==> config.mk <==
export PLATFORM = sky130hd
export DESIGN_NAME = fctce_fold
export DESIGN_NICKNAME = d
export VERILOG_FILES = /design/src/rtl/core/fctce_pkg.sv /design/src/rtl/core/fctce_fold.sv
export SDC_FILE = /design/constraint.sdc
export NUM_CORES = 1
export LEC_CHECK = 0
export BUFFER_PORTS_ARGS = -buffer_cell sky130_fd_sc_hd__buf_2
export CAP_MARGIN = 20
export CORE_MARGIN = 2
export CORE_UTILIZATION = 52
export DETAILED_ROUTE_END_ITERATION = 10
export PLACE_DENSITY = 0.84
export SYNTH_ARGS = -nofsm -noshare
export SYNTH_HDL_FRONTEND = slang
export SYNTH_SLANG_ARGS = --single-unit
==> constraint.sdc <==
create_clock -name clk_i -period 2.67 [get_ports clk_i]
set_input_delay 0.534 -clock clk_i [delete_from_list [all_inputs] [get_ports clk_i]]
set_output_delay 0.534 -clock clk_i [all_outputs]
set_load 0.02 [all_outputs]
==> src/rtl/core/fctce_pkg.sv <==
// Shared types and constants of the FIR coefficient table command engine.
package fctce_pkg;

  localparam int unsigned LEN_W  = 8;
  localparam int unsigned HALF_W = 16;
  localparam int unsigned WORD_W = 32;

  typedef enum logic [1:0] {
    MODE_SET_COEFF  = 2'd0,
    MODE_GET_COEFF  = 2'd1,
    MODE_GET_STATUS = 2'd2,
    MODE_SET_STATUS = 2'd3
  } mode_e;

  localparam logic RESP_COEFF  = 1'b0;
  localparam logic RESP_STATUS = 1'b1;

  typedef struct packed {
    mode_e              mode;
    logic [7:0]         source_node;
    logic [7:0]         filter_sel;
    logic [HALF_W-1:0]  coeff_index;
    logic [HALF_W-1:0]  value_high;
    logic [HALF_W-1:0]  value_low;
    logic               enable;
    logic [HALF_W-1:0]  length;
  } cmd_t;

  typedef struct packed {
    logic               resp_kind;
    logic [7:0]         dest_node;
    logic [7:0]         resp_filter;
    logic [HALF_W-1:0]  resp_index_or_len;
    logic [HALF_W-1:0]  resp_high;
    logic [HALF_W-1:0]  resp_low;
  } resp_t;

  typedef struct packed {
    logic               start;
    logic [LEN_W-1:0]   len;
  } fold_req_t;

  typedef struct packed {
    logic               busy;
    logic               done;
    logic [WORD_W-1:0]  id;
  } fold_rsp_t;

endpackage

==> src/rtl/core/fctce_fold.sv <==
// Iterative XOR fold of a filter's coefficients, one stored word per cycle.
module fctce_fold #(
  parameter int unsigned IdxW = 7
) (
  input  logic                      clk_i,
  input  logic                      rst_ni,
  input  fctce_pkg::fold_req_t      req_i,
  input  logic [fctce_pkg::WORD_W-1:0] rdata_i,
  output logic [IdxW-1:0]           idx_o,
  output fctce_pkg::fold_rsp_t      rsp_o
);

  logic                          busy_q, busy_d;
  logic                          pend_q, pend_d;
  logic [fctce_pkg::LEN_W-1:0]   cnt_q, cnt_d;
  logic [fctce_pkg::LEN_W-1:0]   len_q, len_d;
  logic [fctce_pkg::WORD_W-1:0]  acc_q, acc_d;
  logic                          issue;
  logic                          done;

  assign issue = busy_q && (cnt_q != len_q);
  assign done  = busy_q && (cnt_q == len_q) && !pend_q;

  always_comb begin
    busy_d = busy_q;
    pend_d = issue;
    cnt_d  = cnt_q;
    len_d  = len_q;
    acc_d  = acc_q;
    if (pend_q) begin
      acc_d = acc_q ^ rdata_i;
    end
    if (issue) begin
      cnt_d = cnt_q + fctce_pkg::LEN_W'(1);
    end
    if (done) begin
      busy_d = 1'b0;
    end
    if (req_i.start) begin
      busy_d = 1'b1;
      pend_d = 1'b0;
      cnt_d  = '0;
      len_d  = req_i.len;
      acc_d  = '0;
    end
  end

  always_ff @(posedge clk_i or negedge rst_ni) begin
    if (!rst_ni) begin
      busy_q <= 1'b0;
      pend_q <= 1'b0;
      cnt_q  <= '0;
      len_q  <= '0;
    end else begin
      busy_q <= busy_d;
      pend_q <= pend_d;
      cnt_q  <= cnt_d;
      len_q  <= len_d;
    end
  end

  always_ff @(posedge clk_i) begin
    acc_q <= acc_d;
  end

  assign idx_o      = cnt_q[IdxW-1:0];
  assign rsp_o.busy = busy_q;
  assign rsp_o.done = done;
  assign rsp_o.id   = acc_q;

endmodule

# ---- After elaboration in Yosys (flattened, before gate mapping)
# Cells that the tools add are included.
dict set report classes {
  n_addsub 1
  n_eq_ne 2
  muxes 5
  n_bitwise 1
  n_reduce_logical 6
}
# operator n
set ops {}
lappend ops {{32-bit bitwise XOR} 1}
lappend ops {{8-bit 2-to-1 mux} 2}
lappend ops {{8-bit by 1-bit adder with 8-bit output (second input constant)} 1}
lappend ops {{8-bit equality test} 1}
lappend ops {{8-bit inequality test} 1}
lappend ops {{2-bit nonzero test} 2}
lappend ops {{1-bit logical AND} 3}
lappend ops {{1-bit 2-to-1 mux} 3}
lappend ops {{1-bit logical NOT} 1}
dict set report word_totals {
  reg_bits 50
}

# ---- Logic depth before layout (Yosys ltp)
dict set report logic_depth {
  depth_word 5
  ltp_mapped 5
  depth_no_buf 4
}

# ---- Least setup slack after synthesis
# OpenSTA, ideal clock, no wires.
dict set report synth_timing {
  path_kind {register to output}
  startpoint {reg cnt_q[0] (netlist bit)}
  endpoint {out rsp_o[32] (netlist bit)}
  t_arrival_ns 1.472
  t_required_ns 2.136
  slack_ns 0.664
  path_stages_with_launch 6
  path_buffers 1
  cell_sequence {dfrtp_1 xor2_1 nor4_2 nand3b_1 nor2_1 buf_4}
}
dict set report synth_via {
  elab_chain_cells 3
}
# item line_no
set synth_rtl {}
lappend synth_rtl {{from (decl)} fctce_fold.sv:15} ;# logic [fctce_pkg::LEN_W-1:0] cnt_q, cnt_d;
lappend synth_rtl {{from (signal assigned)} fctce_fold.sv:57} ;# cnt_q <= cnt_d;
lappend synth_rtl {{8-bit equality test} fctce_fold.sv:22} ;# assign done = busy_q && (cnt_q == len_q) && !pend_q;
lappend synth_rtl {{1-bit logical AND (2 in a row)} fctce_fold.sv:22}
lappend synth_rtl {{to (decl)} fctce_fold.sv:10} ;# output fctce_pkg::fold_rsp_t rsp_o
# No other way between the ends.

==> impl_metrics.tcl <==
set metrics [dict create \
    grt_pass1_vias 1752 \
    drive_above_1_share_pct 35.4 \
    dr.pass1.iters 4 \
    io_pins 84 \
    cp_max_fo 7 \
    cts_resized 0 \
    cts.path.max_buffers 2 \
    num_rows 23 \
    power_frac_comb_pct 18.7 \
    dp_hpwl_um 3250 \
    fin_setup_tns_ns 0 \
    nets 349 \
    power_density_nw_per_um2 606 \
    worst_setup_path_start_kind "register" \
    synth.distinct_cells 25 \
    fmax_mhz 431 \
    layout_common_cells "buf_2, xor2_1, nor2_1" \
    clock-sinks 50 \
    synth_edf_count 0 \
    die_area_um2 4800 \
    status "completed" \
    p_clk_share_pct 29.3 \
    core-area_um2 4060 \
    relSlewSlack_pct 61.6 \
    post_cts_buffers 0 \
    postRouteWirelength_um 4440 \
    start_util_pct 54.6 \
    finClkSkew_ns 0.00447 \
    yosysWarnings 0 \
    diodes 0 \
    final_common_cell "buf_2" \
    finalPower_w 0.00165 \
    num_vias 1741 \
    timing.hold.ws_ns 0.152 \
    end_kind "primary output" \
    intPower_w 0.00118 \
    die-width_um 69.3 \
    tightestPinTransition_ns 0.576 \
    crit_required_ns 2.14 \
    path_cells "xor2_1 > nor4_2 > buf_4 > nand3b_1 > nor2_1 > buf_2" \
    max-cap-violations 0 \
    peakVddDrop_uv 472 \
    rsz0062_at_grt "no" \
    period_needed_ns 2.32 \
    htreeDepth 2 \
    clkSlewWorstSetupHoldPaths_ns 0.09 \
    critPathMaxStageDelay_ns 0.47 \
    power.switching_w 0.000472 \
    synth_nets 274 \
    switching_share_pct 28.6 \
    n_fill_cell 332 \
    grt_max_degree 33 \
    ys_seq_elements 50 \
    cts_tree "done" \
    cts_buffers 5 \
    antenna_found_initial 0 \
    hold_viol 0 \
    detail_route.iter0.violations 77 \
    synthArstFlopShare_pct 36.0 \
    slowest_stage "dfrtp_1" \
    synthFlopType "dfxtp_1" \
    track_usage_pct 19.7 \
    period_share_pct 86.9 \
    setup_viol 0 \
    port_buffers 83 \
    insertion_delay_ns 0.30 \
    power_leakage_nw 1.44 \
    syn_avg_cell_area_um2 9.64 \
    crit_arrival_ns 1.79 \
    ant_nets 0 \
    die_h_um 69.3 \
    post_synth_inst_count 230 \
    root_buffer "clkbuf_8" \
    synth_area_um2 2220 \
    power_frac_seq_pct 52.0 \
    drc 0 \
    area_growth_pct 22.8 \
    gp_congestion 0.863 \
    grt_pass1_wl_um 7730 \
    grt.overflow.total 0 \
    avgViaCountPerCell 4.90 \
    crit_type "register to primary output" \
    wire_per_inst_um 12.5 \
    slew_viol_final 0 \
    seq_area_frac_synth_pct 49.2 \
    min_path_type "input port to async pin" \
    postCtsHoldBufs 0 \
]
## cell usage after synthesis (4+ instances only)
cell      count  share of area, %
nand2_1      34               5.8
nor2b_1       8               2.3
a21oi_1       5               1.1
nor2_1       40               6.8
xor2_1       40                16
clkbuf_1      8               1.4
mux2_1        4               2.0
nand4_1       4               1.1
dfxtp_1      32                29
mux2_2       10               5.1
buf_4         9               3.0
dfrtp_1      18                20
## cell families after synthesis
logic type               count (synthesis)  share of synthesized area [%]
flip-flops                              50                           49.2
buffers and inverters                   20                           4.91
AND/OR/NAND/NOR                         95                           19.1
XOR/XNOR                                40                           15.8
AO/OA/AOI/OAI                            8                           2.20
adder cells (fa/ha/maj)                  1                          0.564
multiplexers                            16                           8.24
## critical path, delay by kind of cell (launching register included)
family | cells | cell delay [ns]
flops | 1 | 0.47
simple gates | 3 | 0.44
buf+inv | 2 | 0.35
xor+xnor | 1 | 0.22
## sequential cells by signal, summed over array words and instances (netlist names)
name	count
busy_q	1
pend_q	1
acc_q	32
cnt_q	8
len_q	8
## final timing paths
kind | start | to | slack (ns) | cells past startpoint
max | cnt_q[1] | rsp_o[32] | 0.35 | 6
min | rst_ni | cnt_q[0] | 0.15 | 1
max reg2reg | cnt_q[2] | cnt_q[6] | 0.96 | 4
min reg2reg | acc_q[27] | acc_q[27] | 0.51 | 2
max in group asynchronous | rst_ni | cnt_q[4] | 2.23 | 1
min in group clk_i | req_i[2] | len_q[2] | 0.46 | 2
## final cells by class
| type | instances | area, µm² | area share, % |
|---|---|---|---|
| Clock buffer | 6 | 93.8 | 3.45 |
| Clock inverter | 1 | 8.76 | 0.322 |
| Inverter | 1 | 3.75 | 0.138 |
| Multi-Input combinational cell | 160 | 1020 | 37.4 |
| Sequential cell | 50 | 1090 | 40.1 |
| Tap cell | 50 | 62.6 | 2.30 |
| Timing Repair Buffer | 87 | 445 | 16.4 |
## stage by stage
| stage | setup slack [ns] | instances | utilization, % | instance area, µm² |
|---|---|---|---|---|
| floorplan | 0.664 | 230 | - | 2220 |
| global placement | 0.720 | 348 | 64.6 | 2620 |
| detailed placement | 0.699 | 348 | 64.6 | 2620 |
| CTS | 0.359 | 355 | 67.1 | 2720 |
| global route | 0.211 | 355 | 67.1 | 2720 |
| finish | 0.350 | 355 | 67.1 | 2720 |
## per-layer routing
metal	vias up	wire, µm	GRT usage [%]
met2	53	2280	34.9
li1	866	-	-
met5	-	0	0
met4	0	77	7.84
met1	814	1910	23.2
met3	8	182	3.92
## power groups by stage
stage          clock, W  combinational, W  sequential [W]
2_1_floorplan         0          0.000149        0.000925
3_3_place_gp          0          0.000302        0.000871
3_5_place_dp          0          0.000310        0.000874
4_1_cts        0.000490          0.000313        0.000859
5_1_grt        0.000531          0.000340        0.000868
6_report       0.000483          0.000309        0.000858
No activity file was read; power rests on OpenSTA's default activity.
